==> src/rtl/bbc_pkg.sv <==
// Package for the byte budget object cache: sizes, status and pass codes,
// the word that travels along the cell chain, and a saturating subtract.
// No dependencies.
package bbc_pkg;

	localparam int ENTRY_COUNT = 16;
	localparam int IDX_W       = $clog2(ENTRY_COUNT);
	localparam int KEY_W       = 64;
	localparam int BYTES_W     = 32;
	localparam int STATUS_W    = 2;
	localparam int SLOT_W      = 4;
	localparam int MASK_W      = 16;

	localparam logic [BYTES_W-1:0] LIMIT_RESET = 32'd1048576;

	localparam logic [STATUS_W-1:0] ST_HIT    = 2'd0;
	localparam logic [STATUS_W-1:0] ST_INSERT = 2'd1;
	localparam logic [STATUS_W-1:0] ST_REJECT = 2'd2;

	// pass carried by a token along the chain
	localparam logic [1:0] MODE_LOOKUP = 2'd0;
	localparam logic [1:0] MODE_EVICT  = 2'd1;
	localparam logic [1:0] MODE_FIX    = 2'd2;

	typedef struct packed {
		logic [1:0]         mode;
		logic [KEY_W-1:0]   key;
		logic [BYTES_W-1:0] bytes;
		logic               found;
		logic [IDX_W-1:0]   hit_slot;
		logic [BYTES_W-1:0] total;
		logic [MASK_W-1:0]  mask;
		logic               free_found;
		logic [IDX_W-1:0]   free_slot;
		logic [BYTES_W-1:0] first_bytes;
	} carry_t;

	typedef struct packed {
		logic   tok;
		carry_t c;
	} link_t;

	function automatic logic [BYTES_W-1:0] sat_sub(input logic [BYTES_W-1:0] a,
		input logic [BYTES_W-1:0] b);
		sat_sub = (b > a) ? '0 : a - b;
	endfunction

endpackage

==> src/rtl/bbc_cell.sv <==
// One cache slot of the cell chain: holds valid, key and size of one entry
// and handles a passing token for lookup, eviction/insert or slot-0 reuse.
// Depends on bbc_pkg.
module bbc_cell (
	input  logic                          clk,
	input  logic                          arst_n,
	input  logic [bbc_pkg::IDX_W-1:0]     idx,
	input  logic [bbc_pkg::BYTES_W-1:0]   limit,
	input  bbc_pkg::link_t                link_in,
	output bbc_pkg::link_t                link_out
);

	logic                          valid_q;
	logic [bbc_pkg::KEY_W-1:0]     key_q;
	logic [bbc_pkg::BYTES_W-1:0]   bytes_q;
	logic                          tok_q;
	bbc_pkg::carry_t               c_q;
	bbc_pkg::carry_t               c_next;
	logic                          over;
	logic                          ev;
	logic                          post_valid;
	logic                          wr;
	logic                          clr;
	logic                          fwd;

	assign over = ({1'b0, link_in.c.total} + {1'b0, link_in.c.bytes}) > {1'b0, limit};

	always_comb begin
		c_next     = link_in.c;
		ev         = 1'b0;
		post_valid = valid_q;
		wr         = 1'b0;
		clr        = 1'b0;
		fwd        = link_in.tok;
		case (link_in.c.mode)
			bbc_pkg::MODE_LOOKUP: begin
				if (!link_in.c.found && valid_q && key_q == link_in.c.key) begin
					c_next.found    = 1'b1;
					c_next.hit_slot = idx;
				end
			end
			bbc_pkg::MODE_EVICT: begin
				ev         = valid_q && over;
				post_valid = valid_q && !ev;
				if (ev) begin
					clr          = 1'b1;
					c_next.total = bbc_pkg::sat_sub(link_in.c.total, bytes_q);
					c_next.mask  = link_in.c.mask |
						(bbc_pkg::MASK_W'(1) << idx);
				end
				// first slot still free once its own eviction is settled
				if (!link_in.c.free_found && !post_valid) begin
					wr                = 1'b1;
					c_next.free_found = 1'b1;
					c_next.free_slot  = idx;
				end
				if (idx == '0) begin
					c_next.first_bytes = bytes_q;
				end
			end
			bbc_pkg::MODE_FIX: begin
				// reuse slot 0 when every slot is held; drop the token here
				wr  = (idx == '0);
				fwd = 1'b0;
			end
			default: begin
				fwd = 1'b0;
			end
		endcase
	end

	always_ff @(posedge clk or negedge arst_n) begin
		if (!arst_n) begin
			valid_q <= 1'b0;
			tok_q   <= 1'b0;
		end else begin
			tok_q <= fwd;
			if (link_in.tok && wr) begin
				valid_q <= 1'b1;
			end else if (link_in.tok && clr) begin
				valid_q <= 1'b0;
			end
		end
	end

	always_ff @(posedge clk) begin
		if (link_in.tok) begin
			c_q <= c_next;
		end
		if (link_in.tok && wr) begin
			key_q   <= link_in.c.key;
			bytes_q <= link_in.c.bytes;
		end
	end

	assign link_out.tok = tok_q;
	assign link_out.c   = c_q;

endmodule

==> config.mk <==
export PLATFORM = sky130hd
export DESIGN_NAME = bbc_cell
export DESIGN_NICKNAME = d
export VERILOG_FILES = /design/src/rtl/bbc_pkg.sv /design/src/rtl/bbc_cell.sv
export SDC_FILE = /design/constraint.sdc
export NUM_CORES = 1
export LEC_CHECK = 0
export BUFFER_PORTS_ARGS = -buffer_cell sky130_fd_sc_hd__clkbuf_2
export CAP_MARGIN = 20
export CORE_MARGIN = 1.5
export CORE_UTILIZATION = 30
export DETAILED_ROUTE_END_ITERATION = 8
export GPL_TIMING_DRIVEN = 0
export PLACE_DENSITY = 0.57
export SLEW_MARGIN = 20
export SYNTH_ARGS = -nofsm -noshare
export SYNTH_HDL_FRONTEND = slang
export SYNTH_SLANG_ARGS = --single-unit
==> constraint.sdc <==
create_clock -name clk -period 11.8 [get_ports clk]
set_clock_uncertainty 0.1 [all_clocks]
set_input_delay 0.59 -clock clk [delete_from_list [all_inputs] [get_ports clk]]
set_output_delay 0.59 -clock clk [all_outputs]
set_load 0.005 [all_outputs]
Word-level counts from Yosys, hierarchy flattened. Cells that the tools add are included.

Register bits after elaboration: 286. Bits of input ports: 227. Output and inout bits: 189. Word-level logic and storage cells: 52.

Add/sub/neg operators: 2. $lt $le $gt $ge: 2. Equal/unequal tests: 3. Shift-type cells: 1. Muxes and demuxes: 14. Bitwise gates (word level): 1. Reductions and logical operators: 15.

Operator list (number): 2-to-1 mux 85 bit (1); == test 64 bit (1); 2-to-1 mux 32 bit (2); 2-to-1 mux 48 bit (1); adder 32 x 32 -> 33 bit (1); > comparator 33 x 32 -> 1 bit (1); > comparator 32 bit (1); subtractor 32 bit (1); bitwise OR 16 bit (1); << shifter 1 x 4 -> 16 bit, first input constant (1); 2-to-1 mux 5 bit (3); logical AND 1 bit (7); 2-to-1 mux 1 bit (6); zero test 1 bit (4); zero test 4 bit (1); == test 2 x 1 -> 1 bit, second input constant (1); == test 2 bit, second input constant (1); zero test 2 bit (1); one-hot mux 1 bit (2 select lines) (1); nonzero test 2 bit (1); OR reduction 2 bit (1).

Longest topological paths before layout.
Depth in word-level cells: 11. Depth in mapped cells: 23. Mapped depth without buffers: 22.

Worst setup path after synthesis. OpenSTA, ideal clock, no wires.

Path type: in2reg. From: input link_in[53] (netlist name). To: register bytes_q[0] (netlist name) (enable). Setup time: 0.583 ns. Arrival: 8.902 ns. Required time: 11.117 ns. Path slack: 2.215 ns. Stages: 22. Buffers on the path: 1. Cells stage by stage: ha_1 inv_1 fa_1 nor2b_1 o31a_1 o31ai_4 a21boi_2 a211o_1 a21oi_1 o31ai_1 xor2_1 ha_1 and4_1 nand4_1 or2_2 a31oi_1 o21ai_0 o211ai_2 o21ai_0 or2_1 buf_2 a21oi_1.

Word-level cells in the longest chain between the ends: 10.

Ends and longest elaborated chain: start: declaration (RTL line bbc_cell.sv:9) `input bbc_pkg::link_t link_in,`; adder 32 x 32 -> 33 bit (RTL line bbc_cell.sv:26) `assign over = ({1'b0, link_in.c.total} + {1'b0, link_in.c.bytes}) > {1'b0, limit};`; > comparator 33 x 32 -> 1 bit (RTL line bbc_cell.sv:26); logical AND 1 bit (RTL line bbc_cell.sv:43) `ev = valid_q && over;`; zero test 1 bit (RTL line bbc_cell.sv:44) `post_valid = valid_q && !ev;`; logical AND 1 bit (RTL line bbc_cell.sv:44); zero test 1 bit (RTL line bbc_cell.sv:52) `if (!link_in.c.free_found && !post_valid) begin`; logical AND 1 bit (RTL line bbc_cell.sv:52); 2-to-1 mux 1 bit (RTL line bbc_cell.sv:52); one-hot mux 1 bit (2 select lines) (RTL line bbc_cell.sv:35) `case (link_in.c.mode)`; logical AND 1 bit (RTL line bbc_cell.sv:90) `if (link_in.tok && wr) begin`; end signal: assignment (RTL line bbc_cell.sv:92) `bytes_q <= link_in.c.bytes;`; end: declaration (RTL line bbc_cell.sv:15) `logic [bbc_pkg::BYTES_W-1:0] bytes_q;`.

No other way between the ends. A chain may end at the register's enable or synchronous reset.

Worst setup path in the final report.
From: input link_in[93] (netlist name). To: register key_q[2] (netlist name) (enable).

Word-level cells in the longest chain between the ends: 10.

Ends and longest elaborated chain: adder 32 x 32 -> 33 bit (RTL line bbc_cell.sv:26); > comparator 33 x 32 -> 1 bit (RTL line bbc_cell.sv:26); logical AND 1 bit (RTL line bbc_cell.sv:43); zero test 1 bit (RTL line bbc_cell.sv:44); logical AND 1 bit (RTL line bbc_cell.sv:44); zero test 1 bit (RTL line bbc_cell.sv:52); logical AND 1 bit (RTL line bbc_cell.sv:52); 2-to-1 mux 1 bit (RTL line bbc_cell.sv:52); one-hot mux 1 bit (2 select lines) (RTL line bbc_cell.sv:35); logical AND 1 bit (RTL line bbc_cell.sv:90); end signal: assignment (RTL line bbc_cell.sv:91) `key_q <= link_in.c.key;`; end: declaration (RTL line bbc_cell.sv:14) `logic [bbc_pkg::KEY_W-1:0] key_q;`.

No other way between the ends.

==> flow_summary.yaml <==
power:
  power_density_nw_per_um2: 144.9
  ir_drop_mv: 0.1052
  fin_total_pwr_uw: 2717
  p_leak_uw: 0.008020
grt:
  grt_pass1_wl_um: 66140
  grtUsageTotal: 0.1775
  overflow: 0
  antenna_found_initial: 2
  grt_max_degree: 92
  grt_pass1_vias: 10860
timing:
  tns_ns: 0
  clock.fmax_mhz: 151.3
  final_hold_viol_count: 0
  tightest_slew_ns: 0.9618
  period_needed_ns: 6.608
  hold_slack_ns: 0.1717
  maxSlewHeadroom: 0.3520
  finalSetupViolCount: 0
  rsz0062_at_grt: "no"
  slew_viol_final: 0
  finalCritPeriodShare: 0.5600
flow_run:
  maxCapViolCount: 0
synthesis:
  synth_fp_nets: 1486
  netlist_top_cells_area: "edfxtp_1 59%, ha_1 8.5%, xnor2_1 4.5%"
  avgSynthCellArea_um2: 12.58
  async_reset_ff_frac: 0.006993
  synth_top_area_cell: "edfxtp_1"
  netlist_area_um2: 14560
  synth_top_cell_area_share: 0.5856
  yosysWarnings: 0
  synth-seq-area-share: 0.5890
  synth_edf_count: 284
  postSynthCellCount: 1158
  ys_seq_elements: 286
  synth_ff_type: "edfxtp_1"
  ys_types: 76
worst_setup_path:
  worst-setup-path-type: "input port to register"
  regToRegStartpoint: "bytes_q[0]"
  crit_path_top_delay_cell: "o21ai_0"
  startpoint: "link_in[93]"
  slowest_delay_ns: 0.77
  reg2reg_depth: 13
  crit_family: "compound AO/OA/AOI/OAI gates"
  startpoint_type: "input port"
  worst-path-buf-inv: 6
  critPathMostFrequentCell: "buf_16"
  cp.required_ns: 11.94
  r2r-end: "link_out[53]"
  cp.arrival_ns: 6.75
  rrSetupSlack_ns: 7.46
  crit_fanout: 25
  setup.worst_path.end_class: "register"
cells_and_area:
  nets: 1942
  fillers: 4634
  postLayoutCoreUtil: 0.3919
  ff_latch_area_um2: 8578
  area_growth_pct: 28.75
  multi_input_area_um2: 5540
  drive_gt1_frac: 0.3090
  fin_area_um2: 18750
clock_tree:
  cts_resized: 0
  cts_sinks: 286
  cts_made_buffers: 35
  clock_latency_ns: 0.54
  post_cts_buffers: 0
  htree_levels: 2
  clkSlewWorstSetupHoldPaths_ns: 0.06
  ctsHoldBuffers: 1
  cts_root_buffer: "clkbuf_16"
  max-clock-path-buffers: 3
  tritoncts: "built"
hold_path:
  worstHoldStart: "link_in[116]"
  whs_path_depth: 1
  hold-path-endpoint: "link_out[116]"
  min_path_type: "input port to register"
placement:
  gp_congestion: 0.8503
  portBuffers: 411
  dp_hpwl_um: 35460
  place_area_um2: 17600
route:
  wl_per_cell_um: 20.01
  via_per_inst: 4.802
  drtIter0Drc: 526
  vias: 10840
  drc_errors: 0
  wirelength_um: 45160
  drt_first_pass_iters: 5
  postRouteAntennaNets: 0
die:
  core_area_um2: 47850
  ioPinCount: 416
  die_x_um: 223.3
  die_h_um: 223.3
  rows: 80
  start_util: 0.3044
  die_area_um2: 49880
outcome:
  outcome: "finished, final reports clean"
[worst reg2reg max path, cell delays in order (launching register included)]
cell	delay, ns
edfxtp_1	0.34
ha_1	0.21
inv_1	0.07
fa_1	0.44
a211oi_1	0.44
o211ai_1	0.20
nand3_1	0.26
or3_1	0.24
a21oi_2	0.13
o2111ai_1	0.26
nand3_2	0.17
o311ai_4	0.63
buf_2	0.43
o22ai_1	0.16
[power by group]
part	internal (µW)	leakage, µW	switching (µW)
registers	1190	0.00273	16.6
clock network	643	0.000550	435
logic	184	0.00474	253
[flip-flops by register name, summed over array words and instances, names as in the netlist]
signal,flops
link_out,188
valid_q,1
tok_q,1
bytes_q,32
key_q,64
[kinds of logic after synthesis]
logic type,share of synthesized area
xor gates and xnor gates,0.06735
and+or+nand+nor,0.08273
muxes,0.006959
DFF,0.5890
adders and majority gates,0.08780
AOI/OAI and AO/OA,0.1348
buffers and inverters,0.03136
[final cells by class]
class,count,share of cell area
buffer,27,0.006740
inverter,88,0.01762
multi-input combinational,757,0.2955
sequential,286,0.4575
timing repair buffer,419,0.1210
clock inverter,18,0.01161
clock buffer,46,0.04891
tap,615,0.04104
antenna,1,0.0001335
[placed cells by master, fill, tap and decap left out, types with 5 or more instances in the layout]
master and count:
o21ai_0 68, a211oi_1 7, clkbuf_2 411, nand2_1 99, o21a_1 14, ha_1 99
nor4_1 10, a31o_2 6, xnor2_1 74, edfxtp_1 284, buf_16 7, clkinv_1 8
inv_1 88, o31ai_1 6, nand2b_1 11, nand3_1 16, nand4_1 27, nor2b_1 13
clkbuf_1 23, clkbuf_16 35, nor3_1 11, a21o_1 36, buf_2 10, o21bai_1 7
a21oi_1 65, a211o_1 5, nor2_1 27, mux2_2 9, o21ai_1 22, xor2_1 38
o211ai_1 5, a31oi_1 6
[cell usage after synthesis, drive strengths merged (11+ instances only)]
library cell	instances
nand2	99
xnor2	74
xor2	38
clkbuf	13
o21ai	90
edfxtp	284
nand4	27
nand2b	11
a21oi	67
nand3	17
inv	88
a21o	36
o21a	14
buf	14
nor3	11
nor2b	13
ha	99
nor2	27
[worst max path at each step]
stage                             end  slack [ns]  depth (start not counted)
final                        key_q[2]        5.19                         25
after CTS                   key_q[12]        5.19                         25
after detailed placement    key_q[52]        4.62                         25
after floorplan            bytes_q[0]        2.22                         22
after global routing        key_q[18]        4.81                         24
after global placement    bytes_q[14]       -1.99                         20
[through the flow]
step                std cells  setup WS [ns]
global placement         2184         -1.986
floorplan                1158          2.215
CTS                      2256          5.192
finish                   2257          5.192
global route             2256          4.805
detailed placement       2191          4.621
[routing by layer]
metal / wire length [µm] / vias to the layer above / GRT usage / part of all wire
met2: 21860 / 348 / 0.3057 / 0.48
li1: - / 5263 / - / -
met1: 19600 / 5167 / 0.2238 / 0.43
met5: 0 / - / 0 / 0
met3: 2641 / 59 / 0.03714 / 0.058
met4: 1052 / 0 / 0.05275 / 0.023
(Power assumes the default switching activity.)
