[src/rtl/bbc_pkg.sv]
// Package for the byte budget object cache: sizes, status and pass codes,
// the word that travels along the cell chain, and a saturating subtract.
// No dependencies.
package bbc_pkg;

	localparam int ENTRY_COUNT = 16;
	localparam int IDX_W       = $clog2(ENTRY_COUNT);
	localparam int KEY_W       = 64;
	localparam int BYTES_W     = 32;
	localparam int STATUS_W    = 2;
	localparam int SLOT_W      = 4;
	localparam int MASK_W      = 16;

	localparam logic [BYTES_W-1:0] LIMIT_RESET = 32'd1048576;

	localparam logic [STATUS_W-1:0] ST_HIT    = 2'd0;
	localparam logic [STATUS_W-1:0] ST_INSERT = 2'd1;
	localparam logic [STATUS_W-1:0] ST_REJECT = 2'd2;

	// pass carried by a token along the chain
	localparam logic [1:0] MODE_LOOKUP = 2'd0;
	localparam logic [1:0] MODE_EVICT  = 2'd1;
	localparam logic [1:0] MODE_FIX    = 2'd2;

	typedef struct packed {
		logic [1:0]         mode;
		logic [KEY_W-1:0]   key;
		logic [BYTES_W-1:0] bytes;
		logic               found;
		logic [IDX_W-1:0]   hit_slot;
		logic [BYTES_W-1:0] total;
		logic [MASK_W-1:0]  mask;
		logic               free_found;
		logic [IDX_W-1:0]   free_slot;
		logic [BYTES_W-1:0] first_bytes;
	} carry_t;

	typedef struct packed {
		logic   tok;
		carry_t c;
	} link_t;

	function automatic logic [BYTES_W-1:0] sat_sub(input logic [BYTES_W-1:0] a,
		input logic [BYTES_W-1:0] b);
		sat_sub = (b > a) ? '0 : a - b;
	endfunction

endpackage

[src/rtl/bbc_ctrl.sv]
// Sequencer of the object cache: takes requests and the limit register,
// launches tokens into the cell chain and turns returning tokens into results.
// Depends on bbc_pkg.
module bbc_ctrl (
	input  logic                            clk,
	input  logic                            arst_n,
	input  logic                            start,
	output logic                            busy,
	input  logic [bbc_pkg::KEY_W-1:0]       object_key,
	input  logic [bbc_pkg::BYTES_W-1:0]     object_bytes,
	input  logic                            cfg_we,
	input  logic [bbc_pkg::BYTES_W-1:0]     cfg_wdata,
	output logic [bbc_pkg::BYTES_W-1:0]     limit,
	output bbc_pkg::link_t                  launch,
	input  bbc_pkg::link_t                  chain_end,
	output logic                            done,
	output logic [bbc_pkg::STATUS_W-1:0]    status,
	output logic [bbc_pkg::SLOT_W-1:0]      slot,
	output logic [bbc_pkg::MASK_W-1:0]      evicted_mask,
	output logic [bbc_pkg::BYTES_W-1:0]     used_bytes
);

	localparam logic [1:0] S_IDLE  = 2'd0;
	localparam logic [1:0] S_LOOK  = 2'd1;
	localparam logic [1:0] S_EVICT = 2'd2;

	logic [1:0]                     state_q;
	logic [bbc_pkg::BYTES_W-1:0]    limit_q;
	logic [bbc_pkg::BYTES_W-1:0]    total_q;
	logic                           launch_tok_q;
	bbc_pkg::carry_t                launch_c_q;
	logic                           done_q;
	logic [bbc_pkg::STATUS_W-1:0]   status_q;
	logic [bbc_pkg::SLOT_W-1:0]     slot_q;
	logic [bbc_pkg::MASK_W-1:0]     mask_q;
	logic [bbc_pkg::BYTES_W-1:0]    used_q;
	logic                           look_end;
	logic                           evict_end;
	logic [bbc_pkg::BYTES_W-1:0]    reuse_base;

	assign look_end   = (state_q == S_LOOK) && chain_end.tok &&
		(chain_end.c.mode == bbc_pkg::MODE_LOOKUP);
	assign evict_end  = (state_q == S_EVICT) && chain_end.tok &&
		(chain_end.c.mode == bbc_pkg::MODE_EVICT);
	assign reuse_base = bbc_pkg::sat_sub(chain_end.c.total, chain_end.c.first_bytes);

	always_ff @(posedge clk or negedge arst_n) begin
		if (!arst_n) begin
			state_q      <= S_IDLE;
			limit_q      <= bbc_pkg::LIMIT_RESET;
			total_q      <= '0;
			launch_tok_q <= 1'b0;
			done_q       <= 1'b0;
		end else begin
			launch_tok_q <= 1'b0;
			done_q       <= 1'b0;
			if (cfg_we) begin
				limit_q <= cfg_wdata;
			end
			case (state_q)
				S_IDLE: begin
					if (start) begin
						launch_tok_q <= 1'b1;
						state_q      <= S_LOOK;
					end
				end
				S_LOOK: begin
					if (look_end) begin
						if (chain_end.c.found || chain_end.c.bytes > limit_q) begin
							done_q  <= 1'b1;
							state_q <= S_IDLE;
						end else begin
							launch_tok_q <= 1'b1;
							state_q      <= S_EVICT;
						end
					end
				end
				S_EVICT: begin
					if (evict_end) begin
						done_q  <= 1'b1;
						state_q <= S_IDLE;
						if (chain_end.c.free_found) begin
							total_q <= chain_end.c.total + chain_end.c.bytes;
						end else begin
							launch_tok_q <= 1'b1;
							total_q      <= reuse_base + chain_end.c.bytes;
						end
					end
				end
				default: begin
					state_q <= S_IDLE;
				end
			endcase
		end
	end

	always_ff @(posedge clk) begin
		case (state_q)
			S_IDLE: begin
				if (start) begin
					launch_c_q            <= '0;
					launch_c_q.mode       <= bbc_pkg::MODE_LOOKUP;
					launch_c_q.key        <= object_key;
					launch_c_q.bytes      <= object_bytes;
				end
			end
			S_LOOK: begin
				if (look_end) begin
					launch_c_q       <= chain_end.c;
					launch_c_q.mode  <= bbc_pkg::MODE_EVICT;
					launch_c_q.total <= total_q;
					launch_c_q.mask  <= '0;
					mask_q           <= '0;
					used_q           <= total_q;
					if (chain_end.c.found) begin
						status_q <= bbc_pkg::ST_HIT;
						slot_q   <= bbc_pkg::SLOT_W'(chain_end.c.hit_slot);
					end else begin
						status_q <= bbc_pkg::ST_REJECT;
						slot_q   <= '0;
					end
				end
			end
			S_EVICT: begin
				if (evict_end) begin
					status_q        <= bbc_pkg::ST_INSERT;
					launch_c_q      <= chain_end.c;
					launch_c_q.mode <= bbc_pkg::MODE_FIX;
					if (chain_end.c.free_found) begin
						slot_q <= bbc_pkg::SLOT_W'(chain_end.c.free_slot);
						mask_q <= chain_end.c.mask;
						used_q <= chain_end.c.total + chain_end.c.bytes;
					end else begin
						slot_q <= '0;
						mask_q <= chain_end.c.mask | bbc_pkg::MASK_W'(1);
						used_q <= reuse_base + chain_end.c.bytes;
					end
				end
			end
			default: begin
			end
		endcase
	end

	assign busy         = (state_q != S_IDLE);
	assign limit        = limit_q;
	assign launch.tok   = launch_tok_q;
	assign launch.c     = launch_c_q;
	assign done         = done_q;
	assign status       = status_q;
	assign slot         = slot_q;
	assign evicted_mask = mask_q;
	assign used_bytes   = used_q;

endmodule

[config.mk]
export PLATFORM = sky130hd
export DESIGN_NAME = bbc_ctrl
export DESIGN_NICKNAME = d
export VERILOG_FILES = /design/src/rtl/bbc_pkg.sv /design/src/rtl/bbc_ctrl.sv
export SDC_FILE = /design/constraint.sdc
export NUM_CORES = 1
export LEC_CHECK = 0
export ABC_AREA = 1
export BUFFER_PORTS_ARGS = -buffer_cell sky130_fd_sc_hd__buf_4
export CELL_PAD_IN_SITES_DETAIL_PLACEMENT = 1
export CELL_PAD_IN_SITES_GLOBAL_PLACEMENT = 1
export CORE_ASPECT_RATIO = 0.75
export CORE_MARGIN = 10
export CORE_UTILIZATION = 37
export CTS_CLUSTER_SIZE = 16
export DETAILED_ROUTE_END_ITERATION = 12
export PLACE_DENSITY_LB_ADDON = 0.12
export SLEW_MARGIN = 20
export SYNTH_ARGS = -nofsm -noshare
export SYNTH_HDL_FRONTEND = slang
export SYNTH_SLANG_ARGS = --single-unit
[constraint.sdc]
create_clock -name clk -period 13.17 [get_ports clk]
set_clock_uncertainty 0.2 [all_clocks]
set_input_delay 2.634 -clock clk [delete_from_list [all_inputs] [get_ports clk]]
set_output_delay 2.634 -clock clk [all_outputs]
set_load 0.05 [all_outputs]
# ---- Word-level counts from Yosys, hierarchy flattened
# Index checks and enable logic that the tools add are counted.
dict set report op_classes {
  n_mux 37
  reduce_logical 14
  n_lt_le_gt_ge 2
  n_addsub 3
  eq_ne 6
}
# op n
set op_table {}
lappend op_table {{188-bit 2-to-1 mux} 3}
lappend op_table {{188-bit one-hot mux with 3 select lines} 1}
lappend op_table {{32-bit 2-to-1 mux} 4}
lappend op_table {{32-bit adder} 2}
lappend op_table {{32-bit greater-than comparator} 2}
lappend op_table {{32-bit one-hot mux with 2 select lines} 1}
lappend op_table {{16-bit 2-to-1 mux} 2}
lappend op_table {{16-bit one-hot mux with 2 select lines} 1}
lappend op_table {{32-bit subtractor} 1}
lappend op_table {{4-bit 2-to-1 mux} 4}
lappend op_table {{2-bit 2-to-1 mux} 7}
lappend op_table {{1-bit 2-to-1 mux} 9}
lappend op_table {{4-bit one-hot mux with 2 select lines} 1}
lappend op_table {{2-bit inequality test, second input constant} 3}
lappend op_table {{2-bit one-hot mux with 3 select lines} 1}
lappend op_table {{3-bit AND reduction} 2}
lappend op_table {{2-bit by 1-bit == test with 1-bit output, second input constant} 2}
lappend op_table {{1-bit logical AND} 4}
lappend op_table {{2-bit zero test} 2}
lappend op_table {{2-bit one-hot mux with 2 select lines} 1}
lappend op_table {{4-bit AND reduction} 1}
lappend op_table {{2-bit nonzero test} 2}
lappend op_table {{1-bit one-hot mux with 3 select lines} 1}
lappend op_table {{3-bit nonzero test} 1}
lappend op_table {{4 further kinds} 4}
dict set report word_totals {
  in_bits 321
  out_inout_bits 277
  word_cells 81
  reg_bits 310
}

# ---- Depth between registers and ports, before layout
# Gate-level depths: netlist of run 1.
dict set report depth {
  ltp_word 6
  mapped_depth 28
  mapped_depth_nobuf 27
}

# ---- Worst setup path before layout of run 1
# No wires, ideal clock.
dict set report synth_timing {
  kind {input port to flip-flop}
  from {input chain_end[187] (netlist bit)}
  to {register launch_c_q (netlist bit launch[0]), enable pin}
  path_slack_ps 953
  setup_ps 738
  arrival_ps 11279
  required_time_ps 12232
  stages 5
  path_buffers 0
  path_cell_list {nor4_1 > o22ai_1 > a21oi_1 > inv_1 > nor2_1}
}
dict set report synth_via {
  elab_chain_len 4
  elab_cells_between_ends 7
  classes_between {eq/ne (3); reduce/logical (4)}
}
# element line
set synth_lines {}
lappend synth_lines {{start: declaration} bbc_ctrl.sv:15} ;# input bbc_pkg::link_t chain_end,
lappend synth_lines {{2-bit by 1-bit == test with 1-bit output or 2-bit zero test (tied branches)} {bbc_ctrl.sv:44, bbc_ctrl.sv:42}}
lappend synth_lines {{1-bit logical AND (on tied branches)} {bbc_ctrl.sv:43, bbc_ctrl.sv:41}}
lappend synth_lines {{2-bit inequality test (no line)} -}
lappend synth_lines {{4-bit AND reduction (no line) *} -}
lappend synth_lines {{end signal: assignment} bbc_ctrl.sv:109} ;# launch_c_q <= chain_end.c;
lappend synth_lines {{end signal: assignment} bbc_ctrl.sv:127} ;# launch_c_q <= chain_end.c;
lappend synth_lines {{end: declaration} bbc_ctrl.sv:31} ;# bbc_pkg::carry_t launch_c_q;
# Every way passes the cells marked *; elsewhere a longest branch is shown, timed or not.
# A chain may end at the register's enable or synchronous reset.

# ---- Worst setup path after layout of run 1
dict set report layout_timing {
  from {input chain_end[53] (netlist bit)}
  to {register used_q (netlist bit used_bytes[24]) (data pin)}
}
dict set report layout_via {
  elab_chain_len 6
  elab_cells_between_ends 8
  classes_between {add/sub (3); order compare (1); mux (4)}
}
# element line
set layout_lines {}
lappend layout_lines {{32-bit subtractor or 32-bit greater-than comparator (tied branches)} bbc_pkg.sv:45} ;# sat_sub = (b > a) ? '0 : a - b;
lappend layout_lines {{32-bit 2-to-1 mux} bbc_pkg.sv:45}
lappend layout_lines {{32-bit adder} bbc_ctrl.sv:136} ;# used_q <= reuse_base + chain_end.c.bytes;
lappend layout_lines {{32-bit 2-to-1 mux *} bbc_ctrl.sv:129} ;# if (chain_end.c.free_found) begin
lappend layout_lines {{32-bit 2-to-1 mux *} bbc_ctrl.sv:125} ;# if (evict_end) begin
lappend layout_lines {{32-bit one-hot mux with 2 select lines *} bbc_ctrl.sv:98} ;# case (state_q)
lappend layout_lines {{end signal: assignment} bbc_ctrl.sv:114} ;# used_q <= total_q;
lappend layout_lines {{end signal: assignment} bbc_ctrl.sv:132} ;# used_q <= chain_end.c.total + chain_end.c.bytes;
lappend layout_lines {{end signal: assignment} bbc_ctrl.sv:136}
lappend layout_lines {{end: declaration} bbc_ctrl.sv:36} ;# logic [bbc_pkg::BYTES_W-1:0] used_q;
# Every way passes the cells marked *; elsewhere a longest branch is shown, timed or not. The select of a mux whose other input is x is not followed.

==> impl_metrics.toml, run 1 <==
[setup_path]
crit_start = "chain_end[53]"
worstSetupEndpoint = "used_bytes[24]$_DFFE_PP_"
r2r_cells = 9
worstReg2RegEnd = "launch[74]$_DFFE_PP_"
crit_fanout = 27
criticalPathCategory = "primary input to flop"
critPathLaunchType = "primary input"
ff2ff_setup_slack_ps = 8270
crit_arrival_ps = 6880
r2r-start = "state_q[1]$_DFFE_PN0P_"
required_ps = 13240
end_kind = "flop"

[placed_design]
gp_congestion = 0.922
place_inst = 3161
port_buffers = 597
hpwl_mm = 65.4
place_area_sq_um = 22500

[final_layout]
final_net_count = 2997
design_area_sq_um = 23700
layout_common_cells = "buf_4, nand2_1, edfxtp_1"
fill_cells = 5488
final_cells = 3239
areaGrowthSynthToFinish_pct = 36.4
layout-drive-gt1-share_pct = 27.5
multiInputGateArea_sq_um = 7320
final_core_util_pct = 51.4
final-seq-area_sq_um = 8970
layout_commonest_cell = "buf_4"

[timing]
finalHoldViolCount = 0
post-route-period-util_pct = 51.8
maxSlewViolCount = 0
fin_crit_ps = 6820
tightest_slew_ps = 1090
grt_setup_unrepaired = "false"
setup-tns-final_ps = 0
relSlewSlack_pct = 27.6
fmax_mhz = 147
setup_viol = 0

[global_routing]
grt_max_degree = 87
grt_pass1_wl_mm = 119
overflow = 0
grt_use_total_pct = 28.1
antenna_found_initial = 12
grt_pass1_vias = 17400

[clocking]
postCtsSetupBuffers = 0
cts_buffers = 38
cts_tree = "built"
cts_hold_buf = 0
clock-sinks = 310
clk_pin_slew_ps = 60
clock_latency_ps = 560
ctsResizeCount = 0
clockBufferDepth = 3
htreeDepth = 2
ctsRootBufferMaster = "clkbuf_16"

[synth]
ys_types = 54
yosysWarnings = 0
synth_top_cell_area_share_pct = 41.8
syn_avg_cell_area_sq_um = 8.70
syn_area_sq_um = 17400
synth.largest_area_cell = "edfxtp_1"
ys_seq_area_share_pct = 51.6
syn_nets = 2423
synthArstFlopShare_pct = 21.9
synth.area.top_cells = "edfxtp_1, nand2_1, dfrtp_1"
synth_edf_count = 242
netlist_instances = 1998
synth-main-ff-cell = "edfxtp_1"
synth_seq_cells = 310

[drt]
avgViaCountPerCell = 5.20
drt.antenna.violating_nets = 0
initialDrtViolationCount = 1426
drt-pass1-iter-count = 5
post_drt_wl_per_cell_um = 25.6
num_vias = 16800
wl_mm = 82.9
drc_errors = 0

[power]
power_frac_clock_pct = 16.2
pwr-share-comb_pct = 54.5
cellLeakagePower_nw = 11.3
seqPwrFrac_pct = 29.3
max-vdd-ir-drop_uv = 152
power_density_nw_per_um2 = 272
intPower_mw = 3.15
p_sw_share_pct = 51.2
switchingPower_mw = 3.31

[die]
die_h_um = 208
die_x_um = 270
pin_count = 598
rows = 68
die-area_sq_um = 56200
start_util_pct = 37.6
core-area_sq_um = 46200

[run_status]
status = "completed"

[flow_run]
drv_cap = 0

[hold_path]
hp-class = "flop to flop"
-- worst min path at each step --
stage	from	to	slack, ps	cells after the start
after floorplan	total_q[17]$_DFFE_PN0P_	total_q[17]$_DFFE_PN0P_	270	2
after global placement	total_q[19]$_DFFE_PN0P_	total_q[19]$_DFFE_PN0P_	290	2
after detailed placement	total_q[21]$_DFFE_PN0P_	total_q[21]$_DFFE_PN0P_	300	2
after CTS	total_q[13]$_DFFE_PN0P_	total_q[13]$_DFFE_PN0P_	320	2
after global routing	total_q[27]$_DFFE_PN0P_	total_q[27]$_DFFE_PN0P_	340	2
final	total_q[10]$_DFFE_PN0P_	total_q[10]$_DFFE_PN0P_	320	2
-- power by group through the flow --
stage	registers, mW	logic, mW	clock network, mW
2_1_floorplan	3.32	0.895	0
3_3_place_gp	1.89	3.49	0
3_5_place_dp	1.90	3.54	0
4_1_cts	1.89	3.54	1.06
5_1_grt	1.94	3.71	1.10
6_report	1.89	3.52	1.05
-- metal layers --
| layer | share of wire (%) | routed length, um | track usage, % | vias to the layer above |
|---|---|---|---|---|
| li1 | - | - | - | 7805 |
| met1 | 41 | 34400 | 35.7 | 8332 |
| met2 | 47 | 39100 | 45.5 | 606 |
| met3 | 8.7 | 7240 | 8.38 | 101 |
| met4 | 2.6 | 2150 | 8.47 | 4 |
| met5 | 0.037 | 31 | 0 | - |
-- critical path, stage by stage --
cell     delay, ps
buf_4           90
inv_1           50
ha_1           250
fa_1           450
o21ai_0        180
nand3_1        110
nand2_2        100
nand2_1         70
nand2_2        120
nand2_1         70
nand2_2         80
nand2_2        340
o21ai_0        540
ha_1           380
a21oi_1        180
o21ai_2        110
a21oi_2        230
o21ai_2        140
a21oi_2        220
o21ai_1        120
or2_1          250
nand3_1         70
o21ai_0        100
-- state kept, by name, indices dropped and copies added, names as in the netlist --
| name | cells |
|---|---|
| state_q | 2 |
| evicted_mask | 16 |
| used_bytes | 32 |
| launch | 188 |
| launch_tok_q | 1 |
| status | 2 |
| total_q | 32 |
| slot | 4 |
| limit | 32 |
| done | 1 |
-- through the flow --
| stage | worst slack [ps] | hold WS, ps | power, mW |
|---|---|---|---|
| 6_report | 6350 | 321 | 6.46 |
| 5_1_grt | 5940 | 341 | 6.75 |
| 4_1_cts | 6410 | 322 | 6.49 |
| 3_5_place_dp | 5870 | 302 | 5.44 |
| 3_3_place_gp | 5980 | 292 | 5.37 |
| 2_1_floorplan | 953 | 271 | 4.22 |
-- Yosys cell counts, types with 3 or more instances --
cell	count
o21bai_1	4
buf_4	3
ha_1	102
nand4_1	11
dfrtp_1	67
o21ai_1	15
nor3_1	8
o22ai_1	8
xor2_1	19
a21oi_1	108
a21o_2	3
nand3_1	50
nand2_2	15
o21ai_2	5
o21ai_0	218
nor2_1	130
inv_1	223
nor4_1	4
nor2_2	3
edfxtp_1	242
nand2_1	603
a21o_1	6
o211ai_1	7
buf_6	3
clkbuf_1	63
o31ai_1	3
a31oi_1	9
a21oi_2	7
o221ai_1	3
xnor2_1	22
-- cell families (layout without fill, tap and decap cells) --
family / Yosys count / after routing / synth area share (%)
AOI/OAI and AO/OA: 405 / 405 / 12.7
xor gates and xnor gates: 41 / 41 / 2.07
adders and majority gates: 104 / 104 / 7.57
buffers and inverters: 300 / 902 / 6.71
DFF: 310 / 310 / 51.6
muxes: 1 / 1 / 0.0648
other: 0 / 9 / 0
and+or+nand+nor: 837 / 837 / 19.3
-- final cells by class --
type,instances,area share (%)
Inverter,226,3.59
Antenna cell,9,0.0949
Timing Repair Buffer,608,19.3
Clock buffer,51,4.43
Clock inverter,17,0.617
Sequential cell,310,37.8
Tap cell,630,3.32
Multi-Input combinational cell,1388,30.9
Power figures use the tool's default switching activity.
==> run 2, diff against run 1 <==
--- a/config.mk
+++ b/config.mk
@@ -5,13 +5,13 @@
 export SDC_FILE = /design/constraint.sdc
 export NUM_CORES = 1
 export LEC_CHECK = 0
-export ABC_AREA = 1
+export ABC_AREA = 0
 export BUFFER_PORTS_ARGS = -buffer_cell sky130_fd_sc_hd__buf_4
 export CELL_PAD_IN_SITES_DETAIL_PLACEMENT = 1
 export CELL_PAD_IN_SITES_GLOBAL_PLACEMENT = 1
 export CORE_ASPECT_RATIO = 0.75
 export CORE_MARGIN = 10
-export CORE_UTILIZATION = 37
+export CORE_UTILIZATION = 38
 export CTS_CLUSTER_SIZE = 16
 export DETAILED_ROUTE_END_ITERATION = 12
 export PLACE_DENSITY_LB_ADDON = 0.12
==> constraint.sdc (replaced) <==
create_clock -name clk -period 7 [get_ports clk]
set_clock_uncertainty 0.2 [all_clocks]
set_input_delay 1.4 -clock clk [delete_from_list [all_inputs] [get_ports clk]]
set_output_delay 1.4 -clock clk [all_outputs]
set_load 0.05 [all_outputs]
==> impl_metrics.toml, run 2 <==
[run_status]
status = "completed"

[timing]
fin_crit_ps = 6500
post-route-period-util_pct = 92.9
tightest_slew_ps = 1110
maxSlewViolCount = 0
fin_hold_ws_ps = 320
relSlewSlack_pct = 26.1
fmax_mhz = 154
finalHoldViolCount = 0
setup_viol = 0
grt_setup_unrepaired = "false"
finalWorstSetupSlack_ps = 498

[drt]
drt-pass1-iter-count = 5
drc_errors = 0
initialDrtViolationCount = 831
num_vias = 14600
drt.antenna.violating_nets = 0
wl_mm = 69.9
avgViaCountPerCell = 5.21
post_drt_wl_per_cell_um = 24.9

[setup_path]
path_buf_inv = 2
required_ps = 7090
crit_arrival_ps = 6590
crit_path_cell_trace = "buf_4, ha_1, fa_1, nor2b_4, o31ai_2, a21oi_2, a211o_4, a41oi_2, o31a_1, buf_4, o31ai_1, ha_1, and4_1, nand3_1, o31ai_2, o211ai_2, a31oi_2, a211oi_1, nand2b_1, xor2_1, xnor2_2, mux2_2"
critPathLaunchType = "primary input"
criticalPathCategory = "primary input to flop"
end_kind = "flop"
critical-path-top-delay-family = "compound AO/OA/AOI/OAI gates"
ff2ff_setup_slack_ps = 2650
crit_fanout = 8
critPathMaxStageDelay_ps = 520
cp_slowest_cell = "o31a_1"

[synth]
synth_mux_area_share_pct = 3.37
ys_types = 72
syn_avg_cell_area_sq_um = 10.6
synthAdderAreaFrac_pct = 7.74
synth_common_cells = "edfxtp_1, nand2_1, inv_1, o21ai_0, ha_1"
ys_seq_area_share_pct = 52.7
synth-main-ff-cell = "edfxtp_1"
synth_top_family_by_area = "compound AO/OA/AOI/OAI gates"
netlist_instances = 1609
yosysMostFrequentCell = "edfxtp_1"
synth_compound_area_share_pct = 14.8
synth.area.top_cells = "edfxtp_1, dfrtp_1, ha_1"
synth_xor_area_share_pct = 2.98
syn_area_sq_um = 17000
synth_seq_cells = 310
synth_top_cell_area_share_pct = 42.7
yosysWarnings = 0
synthArstFlopShare_pct = 21.9
synth_edf_count = 242
syn_nets = 2034
synthSimpleGateAreaFrac_pct = 12.8
synth.largest_area_cell = "edfxtp_1"

[clocking]
clock_latency_ps = 530
clk_pin_slew_ps = 60
ctsRootBufferMaster = "clkbuf_16"
htreeDepth = 2
clock-sinks = 310
cts_tree = "built"
cts_buffers = 36
postCtsSetupBuffers = 0
ctsResizeCount = 0
cts_hold_buf = 0
clockBufferDepth = 3

[die]
die_h_um = 203
die-area_sq_um = 53700
pin_count = 598
core-area_sq_um = 44400
die_x_um = 264
start_util_pct = 38.3
rows = 67

[final_layout]
design_area_sq_um = 23300
final_core_util_pct = 52.4
layout_common_cells = "buf_4, edfxtp_1, nand2_1"
final_net_count = 2610
layout_commonest_cell = "buf_4"
areaGrowthSynthToFinish_pct = 36.8
layout-drive-gt1-share_pct = 33.2
largest_reg_flops = 188

[flow_run]
drv_cap = 0

[power]
cellLeakagePower_nw = 10.8
max-vdd-ir-drop_uv = 415
power_density_nw_per_um2 = 526

[global_routing]
antenna_found_initial = 8
grt_max_degree = 110
grt_use_total_pct = 24.8
overflow = 0
grt_pass1_wl_mm = 101
grt_pass1_vias = 15400

[placed_design]
port_buffers = 597
place_area_sq_um = 22100
gp_congestion = 0.851
hpwl_mm = 54.6
post-place-ws_ps = -8.05

[hold_path]
hp-class = "flop to flop"
run 2: cell types whose count changed in the layout (fill, tap and decap cells not counted), moves of 47 or more:
cell,delta
o21ai_0,-54
and2_1,+77
mux2_2,+49
nor2_1,-104
nor2b_1,+47
nand2_1,-389
run 2: worst paths after layout:
path                                              start                       end  cells past startpoint
worst max-delay path                       chain_end[0]  used_bytes[31]$_DFFE_PP_                     22
worst min-delay path            total_q[14]$_DFFE_PN0P_   total_q[14]$_DFFE_PN0P_                      2
worst max register to register   state_q[1]$_DFFE_PN0P_     launch[101]$_DFFE_PP_                      8
worst min register to register  total_q[14]$_DFFE_PN0P_   total_q[14]$_DFFE_PN0P_                      2
max in group asynchronous                        arst_n   total_q[12]$_DFFE_PN0P_                      1
min in group asynchronous                        arst_n     limit[26]$_DFFE_PN0P_                      1
run 2: worst reg2reg max path: stages, from the launching register on:
cell      delay (ps)
dfrtp_1          440
inv_1            130
ha_2             890
nand3b_1         280
a22oi_1          380
o21ai_0          320
nor2_4           190
buf_4            460
buf_4            640
run 2: logic make-up (layout without fill, tap and decap cells):
kind of cell | Yosys count | after routing
XOR/XNOR | 57 | 57
AND/OR/NAND/NOR | 440 | 440
other | 0 | 6
AO/OA/AOI/OAI | 399 | 399
multiplexers | 51 | 51
adder cells (fa/ha/maj) | 104 | 104
flip-flops | 310 | 310
buffers and inverters | 248 | 852
run 2: cell type report:
| type | count | area (sq um) |
|---|---|---|
| Clock inverter | 15 | 156 |
| Clock buffer | 51 | 1010 |
| Fill cell | 4954 | 21100 |
| Multi-Input combinational cell | 1051 | 7140 |
| Timing Repair Buffer | 610 | 4600 |
| Antenna cell | 6 | 15.0 |
| Sequential cell | 310 | 8970 |
| Tap cell | 586 | 733 |
| Inverter | 176 | 661 |
run 2: where the power goes:
part | internal [mW] | switching, mW | leakage [nW] | total, mW
logic | 1.77 | 4.94 | 6.94 | 6.71
registers | 3.33 | 0.301 | 3.27 | 3.63
clock network | 1.12 | 0.790 | 0.564 | 1.91
run 2: metal layers:
metal | up-vias | wire, um | global-route usage [%]
li1 | 6800 | - | -
met1 | 7241 | 28400 | 29.9
met2 | 481 | 34600 | 42.5
met3 | 80 | 5440 | 7.49
met4 | 4 | 1530 | 6.66
met5 | - | 27 | 0
run 2: through the flow:
step / setup TNS [ps] / power, mW / instances
2_1_floorplan: 0 / 8.08 / 1609
3_3_place_gp: 0 / 10.3 / 2733
3_5_place_dp: -8.05 / 10.4 / 2733
4_1_cts: 0 / 12.4 / 2799
5_1_grt: 0 / 12.8 / 2805
6_report: 0 / 12.2 / 2805
==> run 3, diff against run 2 <==
==> constraint.sdc (replaced) <==
create_clock -name clk -period 7.35 [get_ports clk]
set_clock_uncertainty 0.2 [all_clocks]
set_input_delay 1.47 -clock clk [delete_from_list [all_inputs] [get_ports clk]]
set_output_delay 1.47 -clock clk [all_outputs]
set_load 0.05 [all_outputs]
==> impl_metrics.toml, run 3 (synthesized netlist as in run 2, its figures left out) <==
[placed_design]
port_buffers = 597
place_inst = 2731
hpwl_mm = 55.1
place_area_sq_um = 22100
gp_congestion = 0.912

[timing]
fin_crit_ps = 6770
relSlewSlack_pct = 28.8
setup_viol = 0
finalHoldViolCount = 0
maxSlewViolCount = 0
grt_setup_unrepaired = "false"
setup-tns-final_ps = 0
fin_hold_ws_ps = 318
post-route-period-util_pct = 92.1
tightest_slew_ps = 1070
fmax_mhz = 148

[drt]
wl_mm = 70.1
drc_errors = 0
post_drt_wl_per_cell_um = 25.0
drt-pass1-iter-count = 5
drt.antenna.violating_nets = 0
avgViaCountPerCell = 5.17
initialDrtViolationCount = 751
num_vias = 14500

[clocking]
ctsRootBufferMaster = "clkbuf_16"
cts_tree = "built"
clock-sinks = 310
cts_buffers = 37
clk_pin_slew_ps = 60
clockBufferDepth = 3
ctsResizeCount = 0
cts_hold_buf = 0
clock_latency_ps = 520
postCtsSetupBuffers = 0
htreeDepth = 2

[setup_path]
critPathLaunchType = "primary input"
critPathMaxStageDelay_ps = 670
criticalPathCategory = "primary input to flop"
crit_fanout = 11
end_kind = "flop"
path_buf_inv = 3
required_ps = 7410
crit_arrival_ps = 6840
cp_slowest_cell = "o31a_1"
crit_path_cell_trace = "buf_4, inv_1, ha_1, fa_1, nor2b_4, o31ai_2, a21oi_2, a211o_4, a41oi_2, o31a_1, buf_4, o31ai_1, ha_1, and4_1, nand3_1, o31ai_2, o211ai_2, a31oi_2, a211oi_1, nand2b_1, xor2_1, xnor2_2, mux2_2"
critical-path-top-delay-family = "compound AO/OA/AOI/OAI gates"

[power]
pwr-share-comb_pct = 55.0
p_sw_share_pct = 49.3
cellLeakagePower_nw = 10.8
power_density_nw_per_um2 = 500
switchingPower_mw = 5.73
seqPwrFrac_pct = 29.8
max-vdd-ir-drop_uv = 385
power_frac_clock_pct = 15.2
intPower_mw = 5.89

[final_layout]
final_cells = 2803
areaGrowthSynthToFinish_pct = 36.8
fill_cells = 4938
layout_commonest_cell = "buf_4"
final_net_count = 2609
largest_reg_flops = 188
layout-drive-gt1-share_pct = 33.2
design_area_sq_um = 23300
layout_common_cells = "buf_4, edfxtp_1, nand2_1"

[flow_run]
drv_cap = 0

[die]
start_util_pct = 38.3
die_x_um = 264
rows = 67
die_h_um = 203
core-area_sq_um = 44400
die-area_sq_um = 53700
pin_count = 598

[hold_path]
hp-class = "flop to flop"

[global_routing]
grt_pass1_wl_mm = 102
grt_pass1_vias = 15500
overflow = 0
antenna_found_initial = 7
grt_use_total_pct = 24.9
grt_max_degree = 93

[run_status]
status = "completed"
-- run 3: cell types whose count changed in the layout (fill, tap and decap cells not counted) --
cell       before  now
clkinv_1        6   10
buf_4         608  605
inv_6           3    2
o21a_2          1    0
clkbuf_16      37   39
clkbuf_1       11    6
diode_2         6    7
bufinv_16       3    1
buf_12          1    2
o21a_4          1    2
clkinv_2        2    3
-- run 3: layout make-up --
cell class                 instances  area, sq um  share of cell area (%)
clock inverter                    17          108                   0.462
multi-input combinational       1051         7150                    30.7
timing repair buffer             608         4590                    19.7
clock buffer                      48         1040                    4.47
antenna                            7         17.5                  0.0753
sequential                       310         8970                    38.5
tap                              586          733                    3.15
inverter                         176          661                    2.84
-- run 3: worst min-delay path, stage by stage (launching register included) --
cell     delay [ps]
dfrtp_1         370
nand2_1          60
nand2_1          60
-- run 3: stage by stage --
| step | util (%) | total power, mW | setup slack [ps] |
|---|---|---|---|
| CTS | 52.3 | 11.7 | 597 |
| finish | 52.4 | 11.6 | 578 |
| global placement | 49.7 | 9.84 | 285 |
| floorplan | - | 7.70 | 1080 |
| detailed placement | 49.7 | 9.96 | 73.8 |
| global route | 52.4 | 12.2 | 306 |
-- run 3: per-layer routing --
layer	track usage [%]	vias to the layer above	part of all wire, %
li1	-	6796	-
met1	30.4	7205	41
met2	42.7	425	50
met3	6.77	79	6.7
met4	6.89	0	2.3
met5	0	-	0
-- run 3: path summary, 6_finish.rpt --
kind	slack, ps	startpoint	cells past startpoint	to
worst max register to register	2870	state_q[1]$_DFFE_PN0P_	7	launch[103]$_DFFE_PP_
worst min register to register	320	total_q[17]$_DFFE_PN0P_	2	total_q[17]$_DFFE_PN0P_
min in group asynchronous	790	arst_n	1	limit[17]$_DFFE_PN0P_
max in group asynchronous	5630	arst_n	1	total_q[5]$_DFFE_PN0P_
worst max-delay path	580	chain_end[53]	23	used_bytes[31]$_DFFE_PP_
worst min-delay path	320	total_q[17]$_DFFE_PN0P_	2	total_q[17]$_DFFE_PN0P_
-- run 3: power by group through the flow --
stage	Clock [mW]	Sequential, mW	Combinational (mW)
floorplan	0	6.02	1.68
finish	1.76	3.47	6.39
global placement	0	3.46	6.37
CTS	1.80	3.47	6.47
detailed placement	0	3.50	6.46
global route	1.87	3.54	6.74
